File: config.mk
export PLATFORM = sky130hd
export DESIGN_NAME = lbce_round
export DESIGN_NICKNAME = d
export VERILOG_FILES = /design/src/hdl/lightweight_block_cipher_encrypt_defines.svh /design/src/hdl/lbce_pkg.sv /design/src/hdl/lbce_round.sv
export SDC_FILE = /design/constraint.sdc
export NUM_CORES = 1
export LEC_CHECK = 0
export BUFFER_PORTS_ARGS = -buffer_cell sky130_fd_sc_hd__buf_2
export CORE_AREA = 5 5 164 166
export CTS_BUF_LIST = sky130_fd_sc_hd__clkbuf_4
export CTS_CLUSTER_DIAMETER = 80
export CTS_CLUSTER_SIZE = 8
export DETAILED_ROUTE_END_ITERATION = 8
export DIE_AREA = 0 0 169 171
export GPL_ROUTABILITY_DRIVEN = 1
export PLACE_DENSITY = 0.81
export SYNTH_ARGS = -nofsm -noshare
export SYNTH_HDL_FRONTEND = slang
export SYNTH_SLANG_ARGS = --single-unit
File: constraint.sdc
create_clock -name clock -period 3.9 [get_ports clock]
set_input_delay 0.585 -clock clock [delete_from_list [all_inputs] [get_ports clock]]
set_output_delay 0.585 -clock clock [all_outputs]
set_load 0.01 [all_outputs]
File: src/hdl/lightweight_block_cipher_encrypt_defines.svh
// ---------------------------------------------------------------------------
// Assertion macros for the lightweight block cipher encrypt block
// Clocked, reset-qualified assertion shorthands shared by the RTL.
// ---------------------------------------------------------------------------
`ifndef LIGHTWEIGHT_BLOCK_CIPHER_ENCRYPT_DEFINES_SVH
`define LIGHTWEIGHT_BLOCK_CIPHER_ENCRYPT_DEFINES_SVH

// Same-cycle implication, sampled on the rising clock edge outside reset
`define LBCE_ASSERT_NOW(label, pre, post, msg) \
   label: assert property (@(posedge clock) disable iff (reset) (pre) |-> (post)) \
      else $error(msg);

// Next-cycle implication, sampled on the rising clock edge outside reset
`define LBCE_ASSERT_NEXT(label, pre, post, msg) \
   label: assert property (@(posedge clock) disable iff (reset) (pre) |=> (post)) \
      else $error(msg);

`endif

File: src/hdl/lbce_pkg.sv
// ---------------------------------------------------------------------------
// lbce_pkg
// Types, constants and round functions of the 64-bit block cipher pipeline.
// ---------------------------------------------------------------------------
package lbce_pkg;

   localparam int ROUND_COUNT = 31;
   localparam int RC_W        = 5;
   localparam int CSR_IDX_W   = 2;
   localparam int CSR_DATA_W  = 64;

   // Register indexes of the configuration port
   typedef enum logic [CSR_IDX_W-1:0] {
      CSR_KEY_UPPER = 2'd0,
      CSR_KEY_LOWER = 2'd1,
      CSR_KEY_MODE  = 2'd2
   } csr_index_type;

   // Key register state; in 80-bit mode only hi[15:0] is live
   typedef struct packed {
      logic        wide;
      logic [63:0] hi;
      logic [63:0] lo;
   } key_state_type;

   // One pipeline stage: valid bit, key state and cipher state travel together
   typedef struct packed {
      logic          valid;
      key_state_type key;
      logic [63:0]   state;
   } stage_type;

   localparam logic [3:0] SBOX [16] = '{
      4'hc, 4'h5, 4'h6, 4'hb, 4'h9, 4'h0, 4'ha, 4'hd,
      4'h3, 4'he, 4'hf, 4'h8, 4'h4, 4'h7, 4'h1, 4'h2
   };

   function automatic logic [3:0] sbox(logic [3:0] x);
      return SBOX[x];
   endfunction

   function automatic logic [63:0] sub_layer(logic [63:0] s);
      logic [63:0] r;
      for (int n = 0; n < 16; n++) begin
         r[4*n +: 4] = sbox(s[4*n +: 4]);
      end
      return r;
   endfunction

   // Bit b moves to 16*b mod 63; bit 63 stays
   function automatic logic [63:0] perm_layer(logic [63:0] s);
      logic [63:0] r;
      for (int b = 0; b < 63; b++) begin
         r[(b * 16) % 63] = s[b];
      end
      r[63] = s[63];
      return r;
   endfunction

   function automatic logic [63:0] round_key(key_state_type k);
      return k.wide ? k.hi : {k.hi[15:0], k.lo[63:16]};
   endfunction

   // Advance the key schedule by one round with round counter rc
   function automatic key_state_type key_next(key_state_type k, logic [RC_W-1:0] rc);
      key_state_type r;
      logic [15:0]   nh16;
      r.wide = k.wide;
      if (!k.wide) begin
         nh16         = k.lo[18:3];
         nh16[15:12]  = sbox(nh16[15:12]);
         r.hi         = {48'd0, nh16};
         r.lo         = {k.lo[2:0], k.hi[15:0], k.lo[63:19]};
         r.lo[19:15]  = r.lo[19:15] ^ rc;
      end else begin
         r.hi         = {k.hi[2:0], k.lo[63:3]};
         r.lo         = {k.lo[2:0], k.hi[63:3]};
         r.hi[63:60]  = sbox(r.hi[63:60]);
         r.hi[59:56]  = sbox(r.hi[59:56]);
         r.hi[2:0]    = r.hi[2:0] ^ rc[4:2];
         r.lo[63:62]  = r.lo[63:62] ^ rc[1:0];
      end
      return r;
   endfunction

endpackage

File: src/hdl/lbce_round.sv
// ---------------------------------------------------------------------------
// lbce_round
// One registered cipher round: key add, S-box layer, bit permutation, key step.
// ---------------------------------------------------------------------------
module lbce_round (
   input  logic                         clock,
   input  logic                         reset,
   input  logic                         advance,
   input  logic [lbce_pkg::RC_W-1:0]    round_num,
   input  lbce_pkg::stage_type          stage_i,
   output lbce_pkg::stage_type          stage_o
);
   import lbce_pkg::*;

   logic          valid_ff;
   key_state_type key_ff;
   logic [63:0]   state_ff;
   key_state_type key_in;
   logic [63:0]   state_in;

   // Round datapath
   always_comb begin
      state_in = perm_layer(sub_layer(stage_i.state ^ round_key(stage_i.key)));
      key_in   = key_next(stage_i.key, round_num);
   end

   // Advance the valid bit
   always_ff @(posedge clock) begin
      if (reset) begin
         valid_ff <= 1'b0;
      end else if (advance) begin
         valid_ff <= stage_i.valid;
      end
   end

   // Advance the payload; hold while stalled
   always_ff @(posedge clock) begin
      if (advance) begin
         key_ff   <= key_in;
         state_ff <= state_in;
      end
   end

   assign stage_o.valid = valid_ff;
   assign stage_o.key   = key_ff;
   assign stage_o.state = state_ff;

endmodule

==> metrics.txt <==
Main synth FF type edfxtp_1; DRC viols 0; fraction of layout cells with a size suffix above 1 0.405; CTS resizes 0; Syn. warnings 0; setup bufs post-CTS 0; largest net degree at the start of global routing between 80 and 90; RR Startpoint valid_ff; clock transition at the registers of the reported paths 0.20 ns; vias in the first global route around 8000; count of state elements after synthesis 194; dpl ws 0.857 ns; clock buffer depth 2; Starting DRT DRC Count about 440; Reg2Reg Setup Slack 3.31 ns; CTS H-tree depth 4; Bufs and invs on worst path 2; sequential power share 0.493; CP peak stage delay 0.49 ns; worst path required time around 4.2 ns; WL final 28.0 mm; max-cap violations 0; run status finished clean; overall routing resource usage 0.188; Slew @ Worst Pin 0.933 ns; worst-path cell chain buf_6 > mux2_2 > xor2_1 > ha_1 > inv_1 > mux4_2; via count 7995; number of flops mapped to enable cells by yosys 193; DR WL/cell between 15 and 20 um; cells after synthesis 859; clock skew 0 ns; combinational power share 0.289; Final Total Pwr ~5400 uW; post-synthesis sequential area ratio 0.522; Slowest-stage cell, CP buf_6; Slew Limit Fails 0; Final HPWL DP 22.1 mm; Worst Path Arrival 2.78 ns; Rows 59; # hold bufs at CTS 0; Layout Nets ~1500; number of iterations in the first detailed-routing pass 8; Hold Violations, Final 0; I/O Pins 396; clk root buf clkbuf_4; core area 0.0255 sq mm; hold path start reset; FMAX 0.406 GHz; TritonCTS clock tree built; # setup viols final 0; Hold Crit Class primary input to flip-flop; worst-skew pair later-pin latency ~0.58 ns; initial core utilization 0.438; Vert. Die Dim 171 um; pwr dens 395 mW/mm^2; grt total ovfl 0; Port Buf Inserts between 300 and 400; vias per cell 4.98; Synth Area per Inst 13.0 sq um; Syn-to-layout area delta 23.6%; Final WS setup 1.43 ns; syn_nets 1116; maximum fanout along the worst path 57; Slew HR 0.373; startpoint types primary input; gpl congestion between 0.8 and 0.9; total negative slack 0 ns; endpoint type of the worst setup path flip-flop; Final Cycle Share 0.632; family with the most delay on the worst path multiplexers; internal power 3650 uW; Synth Cell Area 0.0111 sq mm; clk sink count about 190; min Tclk post-route 2.47 ns; antenna violations before repair 2; total CTS buffers 17; antenna-violating nets left 0; CP Launch Point stage_i[192]; Die Span X between 150 and 200 um; first-pass GRT wire length roughly 43 mm; synth unique cells 50; RSZ-0062 raised after global routing false; Clk pwr share 0.219; switching portion of total power 0.328; Leakage Power 0.00614 uW; ys async rst share 0; die area 0.0289 sq mm; NetSw 1790 uW; Peak VDD IR 0.180 mV; crit path kind primary input to flip-flop
==> layer usage <==
metal,vias to the layer above,routed length [um],track usage
met5,-,0,0
met1,3834,10800,0.222
li1,3836,-,-
met3,26,1960,0.0411
met4,0,512,0.0543
met2,299,14700,0.345
==> Yosys cell counts (all sizes together), types with 2 or more instances <==
master  number  area share
edfxtp     193        0.52
inv         94       0.032
mux2i       77       0.083
xnor2       68       0.072
nor2        59       0.020
ha          55       0.062
and2        45       0.025
a21oi       43       0.019
xor2        36       0.037
nand2       33       0.011
o21ai       26       0.012
a211oi      15       0.011
mux4        15       0.030
clkbuf      13      0.0044
buf         11       0.012
nor2b        8      0.0045
nand2b       7      0.0039
nor3         7      0.0031
o211ai       7      0.0047
o22ai        7      0.0039
mux2         6      0.0061
nand3        5      0.0022
a21o         4      0.0027
a31oi        4      0.0022
nor3b        3      0.0020
o31ai        3      0.0020
o32ai        3      0.0024
a311oi       2      0.0016
nand3b       2      0.0013
==> cell families (layout without fill, tap and decap cells) <==
family          after synthesis  count (layout)  synth area share
other cells                   0               2                 0
fa+ha+maj                    55              55            0.0617
flops                       194             194             0.522
compound gates              117             117            0.0635
mux                          98              98             0.119
simple gates                173             173            0.0763
buf+inv                     118             529            0.0485
xor+xnor                    104             104             0.109
==> sequential cells by signal, summed over array words and instances, names as in the netlist <==
| name | flops |
|---|---|
| stage_o | 129 |
| state_ff | 64 |
| valid_ff | 1 |
==> layout by cell type (no fill, tap or decap), types with 3 or more instances in the layout <==
cell,synthesis,final
buf_2,1,393
edfxtp_1,193,193
inv_1,93,93
mux2i_1,60,60
nor2_1,58,58
ha_1,55,55
and2_1,45,45
a21oi_1,43,43
xnor2_1,40,40
nand2_1,33,33
xnor2_2,28,28
xor2_1,25,25
o21ai_0,23,23
clkbuf_4,0,17
mux4_2,15,15
a211oi_1,14,14
xor2_2,10,10
mux2i_4,10,10
nor2b_1,8,8
mux2i_2,7,7
nand2b_1,7,7
o22ai_1,7,7
o211ai_1,7,7
nor3_1,7,7
mux2_2,6,6
buf_4,2,6
nand3_1,5,5
a31oi_1,4,4
a21o_1,4,4
clkinv_8,0,4
inv_8,0,4
inv_6,0,4
o21ai_1,3,3
nor3b_1,3,3
o32ai_1,3,3
o31ai_1,3,3
==> power by group through the flow <==
stage	clock [uW]	sequential, uW	combinational (uW)
6_report	1190	2680	1570
5_1_grt	1320	2710	1740
4_1_cts	1240	2680	1590
3_5_place_dp	0	2730	1580
3_3_place_gp	0	2720	1530
2_1_floorplan	0	2870	816
==> per-stage QoR <==
stage	hold slack (ns)	util	instance area [sq um]	std cells
final	0.121	0.541	13800	1607
after global routing	0.0592	0.541	13800	1607
after detailed placement	0.482	0.528	13500	1573
after global placement	0.471	0.528	13500	1573
after floorplan	0.462	-	11100	859
after CTS	0.0509	0.541	13800	1605
==> cell type report <==
| type | count | area (sq um) |
|---|---|---|
| multi-input combinational | 547 | 4790 |
| clock buffer | 17 | 128 |
| tap | 335 | 419 |
| fill | 2172 | 11700 |
| inverter | 94 | 353 |
| sequential | 194 | 5820 |
| clock inverter | 15 | 188 |
| antenna | 2 | 5.00 |
| timing repair buffer | 403 | 2080 |
==> final timing paths <==
| path | to | cells after the start |
|---|---|---|
| max | state_ff[19] | 6 |
| min | valid_ff | 2 |
| max reg2reg | valid_ff | 2 |
| min reg2reg | valid_ff | 2 |
(Power assumes the default switching activity.)
