`config.mk`:
```
export PLATFORM = sky130hd
export DESIGN_NAME = lbce_csr
export DESIGN_NICKNAME = d
export VERILOG_FILES = /design/src/hdl/lightweight_block_cipher_encrypt_defines.svh /design/src/hdl/lbce_pkg.sv /design/src/hdl/lbce_csr.sv
export SDC_FILE = /design/constraint.sdc
export NUM_CORES = 1
export LEC_CHECK = 0
export BUFFER_PORTS_ARGS = -buffer_cell sky130_fd_sc_hd__buf_2
export CAP_MARGIN = 20
export CELL_PAD_IN_SITES_DETAIL_PLACEMENT = 1
export CELL_PAD_IN_SITES_GLOBAL_PLACEMENT = 2
export CORE_ASPECT_RATIO = 1.5
export CORE_MARGIN = 5
export CORE_UTILIZATION = 32
export CTS_CLUSTER_DIAMETER = 80
export DETAILED_ROUTE_END_ITERATION = 7
export GPL_TIMING_DRIVEN = 0
export PLACE_DENSITY = 0.92
export SETUP_SLACK_MARGIN = 0.3
export SYNTH_ARGS = -nofsm -noshare
export SYNTH_HDL_FRONTEND = slang
export SYNTH_SLANG_ARGS = --single-unit
```
`constraint.sdc`:
```
create_clock -name clock -period 1.9 [get_ports clock]
set_clock_uncertainty 0.1 [all_clocks]
set_input_delay 0.285 -clock clock [delete_from_list [all_inputs] [get_ports clock]]
set_output_delay 0.285 -clock clock [all_outputs]
set_load 0.03 [all_outputs]
```
`src/hdl/lightweight_block_cipher_encrypt_defines.svh`:
```
// ---------------------------------------------------------------------------
// Assertion macros for the lightweight block cipher encrypt block
// Clocked, reset-qualified assertion shorthands shared by the RTL.
// ---------------------------------------------------------------------------
`ifndef LIGHTWEIGHT_BLOCK_CIPHER_ENCRYPT_DEFINES_SVH
`define LIGHTWEIGHT_BLOCK_CIPHER_ENCRYPT_DEFINES_SVH

// Same-cycle implication, sampled on the rising clock edge outside reset
`define LBCE_ASSERT_NOW(label, pre, post, msg) \
   label: assert property (@(posedge clock) disable iff (reset) (pre) |-> (post)) \
      else $error(msg);

// Next-cycle implication, sampled on the rising clock edge outside reset
`define LBCE_ASSERT_NEXT(label, pre, post, msg) \
   label: assert property (@(posedge clock) disable iff (reset) (pre) |=> (post)) \
      else $error(msg);

`endif

```
`src/hdl/lbce_pkg.sv`:
```
// ---------------------------------------------------------------------------
// lbce_pkg
// Types, constants and round functions of the 64-bit block cipher pipeline.
// ---------------------------------------------------------------------------
package lbce_pkg;

   localparam int ROUND_COUNT = 31;
   localparam int RC_W        = 5;
   localparam int CSR_IDX_W   = 2;
   localparam int CSR_DATA_W  = 64;

   // Register indexes of the configuration port
   typedef enum logic [CSR_IDX_W-1:0] {
      CSR_KEY_UPPER = 2'd0,
      CSR_KEY_LOWER = 2'd1,
      CSR_KEY_MODE  = 2'd2
   } csr_index_type;

   // Key register state; in 80-bit mode only hi[15:0] is live
   typedef struct packed {
      logic        wide;
      logic [63:0] hi;
      logic [63:0] lo;
   } key_state_type;

   // One pipeline stage: valid bit, key state and cipher state travel together
   typedef struct packed {
      logic          valid;
      key_state_type key;
      logic [63:0]   state;
   } stage_type;

   localparam logic [3:0] SBOX [16] = '{
      4'hc, 4'h5, 4'h6, 4'hb, 4'h9, 4'h0, 4'ha, 4'hd,
      4'h3, 4'he, 4'hf, 4'h8, 4'h4, 4'h7, 4'h1, 4'h2
   };

   function automatic logic [3:0] sbox(logic [3:0] x);
      return SBOX[x];
   endfunction

   function automatic logic [63:0] sub_layer(logic [63:0] s);
      logic [63:0] r;
      for (int n = 0; n < 16; n++) begin
         r[4*n +: 4] = sbox(s[4*n +: 4]);
      end
      return r;
   endfunction

   // Bit b moves to 16*b mod 63; bit 63 stays
   function automatic logic [63:0] perm_layer(logic [63:0] s);
      logic [63:0] r;
      for (int b = 0; b < 63; b++) begin
         r[(b * 16) % 63] = s[b];
      end
      r[63] = s[63];
      return r;
   endfunction

   function automatic logic [63:0] round_key(key_state_type k);
      return k.wide ? k.hi : {k.hi[15:0], k.lo[63:16]};
   endfunction

   // Advance the key schedule by one round with round counter rc
   function automatic key_state_type key_next(key_state_type k, logic [RC_W-1:0] rc);
      key_state_type r;
      logic [15:0]   nh16;
      r.wide = k.wide;
      if (!k.wide) begin
         nh16         = k.lo[18:3];
         nh16[15:12]  = sbox(nh16[15:12]);
         r.hi         = {48'd0, nh16};
         r.lo         = {k.lo[2:0], k.hi[15:0], k.lo[63:19]};
         r.lo[19:15]  = r.lo[19:15] ^ rc;
      end else begin
         r.hi         = {k.hi[2:0], k.lo[63:3]};
         r.lo         = {k.lo[2:0], k.hi[63:3]};
         r.hi[63:60]  = sbox(r.hi[63:60]);
         r.hi[59:56]  = sbox(r.hi[59:56]);
         r.hi[2:0]    = r.hi[2:0] ^ rc[4:2];
         r.lo[63:62]  = r.lo[63:62] ^ rc[1:0];
      end
      return r;
   endfunction

endpackage

```
`src/hdl/lbce_csr.sv`:
```
// ---------------------------------------------------------------------------
// lbce_csr
// Key and mode registers; presents the initial key schedule state.
// ---------------------------------------------------------------------------
module lbce_csr (
   input  logic                            clock,
   input  logic                            reset,
   input  logic                            csr_write,
   input  logic [lbce_pkg::CSR_IDX_W-1:0]  csr_index,
   input  logic [lbce_pkg::CSR_DATA_W-1:0] csr_wdata,
   output lbce_pkg::key_state_type         key_init
);
   import lbce_pkg::*;

   logic [63:0] key_upper_ff;
   logic [63:0] key_lower_ff;
   logic        key_mode_ff;

   // Take register writes; unknown indexes are dropped
   always_ff @(posedge clock) begin
      if (reset) begin
         key_upper_ff <= '0;
         key_lower_ff <= '0;
         key_mode_ff  <= 1'b0;
      end else if (csr_write) begin
         unique case (csr_index)
            CSR_KEY_UPPER: key_upper_ff <= csr_wdata;
            CSR_KEY_LOWER: key_lower_ff <= csr_wdata;
            CSR_KEY_MODE:  key_mode_ff  <= csr_wdata[0];
            default: ;
         endcase
      end
   end

   // Mask the unused upper key bits in 80-bit mode
   always_comb begin
      key_init.wide = key_mode_ff;
      key_init.hi   = key_mode_ff ? key_upper_ff : {48'd0, key_upper_ff[15:0]};
      key_init.lo   = key_lower_ff;
   end

endmodule

```
==> reports/qor.csv <==
stage,metric,value,unit
status,status,finished clean,
synth,post-synth cell types,12,
final_layout,proportion of layout cells with a drive suffix above 1,38.1,%
flow_run,max_cap viols,0,
power,P_int,0.00505,W
cts,cts-stage hold buffer count,0,
cts,htree depth,4,
route,drt first-iter violations,101,
final_layout,Final #Nets,853,
sta,Tightest Pin Transition,0.565,ns
setup_path,"Data arrival, critical path",1.35,ns
die,Die H,174,um
synth,Post-Syn Instances,561,
global_routing,grt total ovfl,0,
setup_path,CP Launch Point,key_mode_ff$_SDFFE_PP0P_,
synth,Synth Register Bits,129,
sta,Max Fclk,577,MHz
synth,syn avg cell area,10.3,um2
route,Final ANT Viol Nets,0,
route,final wirelength,17.3,mm
route,vias,4572,
route,Routed WL per cell,17.1,um
sta,fin crit share,91.3,%
final_layout,Area Growth Syn to Fin,40.6,%
die,die width,119,um
global_routing,GRT met3 Usage,6.09,%
synth,register area share after synthesis,44.9,%
setup_path,Worst setup SP type,register,
sta,max-slew violation count,0,
die,die area,20800,um2
sta,Rel. slew slack,62.4,%
min_path,hold crit path type,in2reg,
route,detailed-route DRC error count,0,
setup_path,R2R setup slack,1.18,ns
cts,clock slew at reported path FFs,0.06,ns
power,Lkg Pwr,3.89,nW
global_routing,routing usage on met2,30.3,%
placement,DP Cell Count,974,
global_routing,GR Util met1,18.1,%
cts,clock tree sinks,129,
setup_path,RR Endpoint,key_upper_ff[6]$_SDFFE_PP0P_,
final_layout,Final Non-Filler Cells,1013,
setup_path,CP max stage cell,dfxtp_4,
setup_path,Setup crit end kind,output port,
placement,I/O Buffers,196,
cts,Clock Tree Buf Depth,2,
power,Gate power share,10.5,%
power,worst vdd ir,0.514,mV
cts,CTS Buf Count,17,
synth,synthesized area,5750,um2
cts,Worst-Skew Late Latency,0.40,ns
die,core area,17800,um2
global_routing,number of global-route vias before repair,5085,
setup_path,Crit path required time,1.51,ns
setup_path,worst r2r path cells,2,
global_routing,initial antenna violation count,1,
synth,post-synth net total,630,
final_layout,number of diodes,0,
global_routing,largest net degree at the start of global routing,17,
final_layout,Final Util,45.5,%
power,P_sw,0.00172,W
power,pwr dens,837,nW/um2
power,Flop pwr share,42.1,%
setup_path,"Cell Chain, Critical Path","clkbuf_16, buf_4, and2_1, buf_6",
global_routing,Tot GR Track Use,16.5,%
route,DR pass1 iterations,4,
sta,Fin. Hold Viols,0,
setup_path,CP Max Fanout,6,
die,num ports,198,
sta,"Setup violations, final",0,
power,Clk pwr share,47.4,%
placement,routability cong.,0.716,
placement,hpwl dp,12.6,mm
route,DR vias/cell,4.51,
setup_path,reg2reg start,key_upper_ff[6]$_SDFFE_PP0P_,
synth,Synth warnings,0,
sta,Final min period,1.73,ns
setup_path,kind of critical path,reg2out,
setup_path,CP peak stage delay,0.36,ns
setup_path,Setup crit end,key_init[125],
cts,clock root buffer master,clkbuf_16,
power,Net Sw Frac,25.5,%
die,FP Rows,60,
die,Starting Density,32.3,%
sta,RSZ-0062 raised after global routing,yes,
global_routing,first-pass GRT wire length,27.2,mm
global_routing,busiest layer in global routing,met2,
cts,CTS tree,done,
## worst min path at each step
stage	to	cells after the start	startpoint	slack [ns]
finish	key_lower_ff[7]$_SDFFE_PP0P_	3	csr_wdata[7]	0.06
global route	key_upper_ff[18]$_SDFFE_PP0P_	3	csr_wdata[18]	0.06
CTS	key_lower_ff[7]$_SDFFE_PP0P_	3	csr_wdata[7]	0.05
detailed placement	key_upper_ff[31]$_SDFFE_PP0P_	2	key_upper_ff[31]$_SDFFE_PP0P_	0.36
global placement	key_upper_ff[49]$_SDFFE_PP0P_	2	key_upper_ff[49]$_SDFFE_PP0P_	0.35
floorplan	key_upper_ff[16]$_SDFFE_PP0P_	2	key_upper_ff[16]$_SDFFE_PP0P_	0.34
## flip-flops by register name, summed over array words and instances, names as in the netlist
register      cells
key_lower_ff     64
key_upper_ff     64
key_mode_ff       1
## cell type report
cell class              count  area (um2)
multi-input cells         375        2920
well taps                 217         272
clock inverters            13         140
plain buffers              57         415
repair buffers            204        1330
fillers                  2057        9700
flip-flops and latches    129        2590
clock buffers              18         429
## per-stage QoR
stage	setup TNS, ns	instance area, um2	power, W	setup slack [ns]	hold WS, ns
after floorplan	0	5750	0.00335	0.418	0.344
after global placement	-2.33	7010	0.00359	-0.138	0.353
after detailed placement	-1.81	7010	0.00360	-0.112	0.358
after CTS	0	7970	0.00688	0.121	0.0506
after global routing	0	8090	0.00708	0.120	0.0601
final	0	8090	0.00677	0.166	0.0636
## metal layers
| layer | routed length, um | part of all wire, % | vias up |
|---|---|---|---|
| met3 | 1240 | 7.2 | 10 |
| met5 | 7 | 0.040 | - |
| met4 | 135 | 0.78 | 2 |
| met2 | 9090 | 52 | 120 |
| li1 | - | - | 2238 |
| met1 | 6860 | 40 | 2202 |
## synth_stat cells, drive strengths merged
library cell	instances	area, um2
nand2b	193	1210
mux2i	129	1290
dfxtp	129	2580
nor3b	1	12.5
clkbuf	26	97.6
and3b	1	8.76
or3b	1	8.76
buf	31	229
and2	48	300
nand3b	2	15.0
## power by group through the flow
stage | Clock, W | Sequential (W) | Combinational [W]
after floorplan | 0 | 0.00299 | 0.000358
after global placement | 0 | 0.00290 | 0.000684
after detailed placement | 0 | 0.00291 | 0.000692
after CTS | 0.00331 | 0.00285 | 0.000719
after global routing | 0.00344 | 0.00286 | 0.000775
final | 0.00321 | 0.00285 | 0.000712
## worst max-delay path, delay by kind of cell, from the launching register on
family,cells,cell delay [ns]
AND/OR/NAND/NOR,1,0.15
flip-flops,1,0.36
buffers and inverters,3,0.44
## kinds of logic (layout without fill, tap and decap cells)
family / after synthesis / in the layout / synth area share (%)
buf+inv: 57 / 292 / 5.68
flops: 129 / 129 / 44.9
mux: 129 / 129 / 22.4
simple gates: 246 / 246 / 27.0
## timing repair
item / in CTS / in global routing
hold endpoints to repair: 0 / 0
resized for setup: 113 / 27
setup endpoints to repair: 48 / 49
cloned: 1 / 3
setup buffers: 3 / 1
## placed cells by master, fill, tap and decap left out, drive strengths merged
cell	n
inv	1
clkbuf	45
mux2i	129
clkinv	9
buf	234
nor3b	1
or3b	1
clkinvlp	1
bufinv	2
nand2b	193
dfxtp	129
and3b	1
nand3b	2
and2	48
No activity file was read; power rests on OpenSTA's default activity.
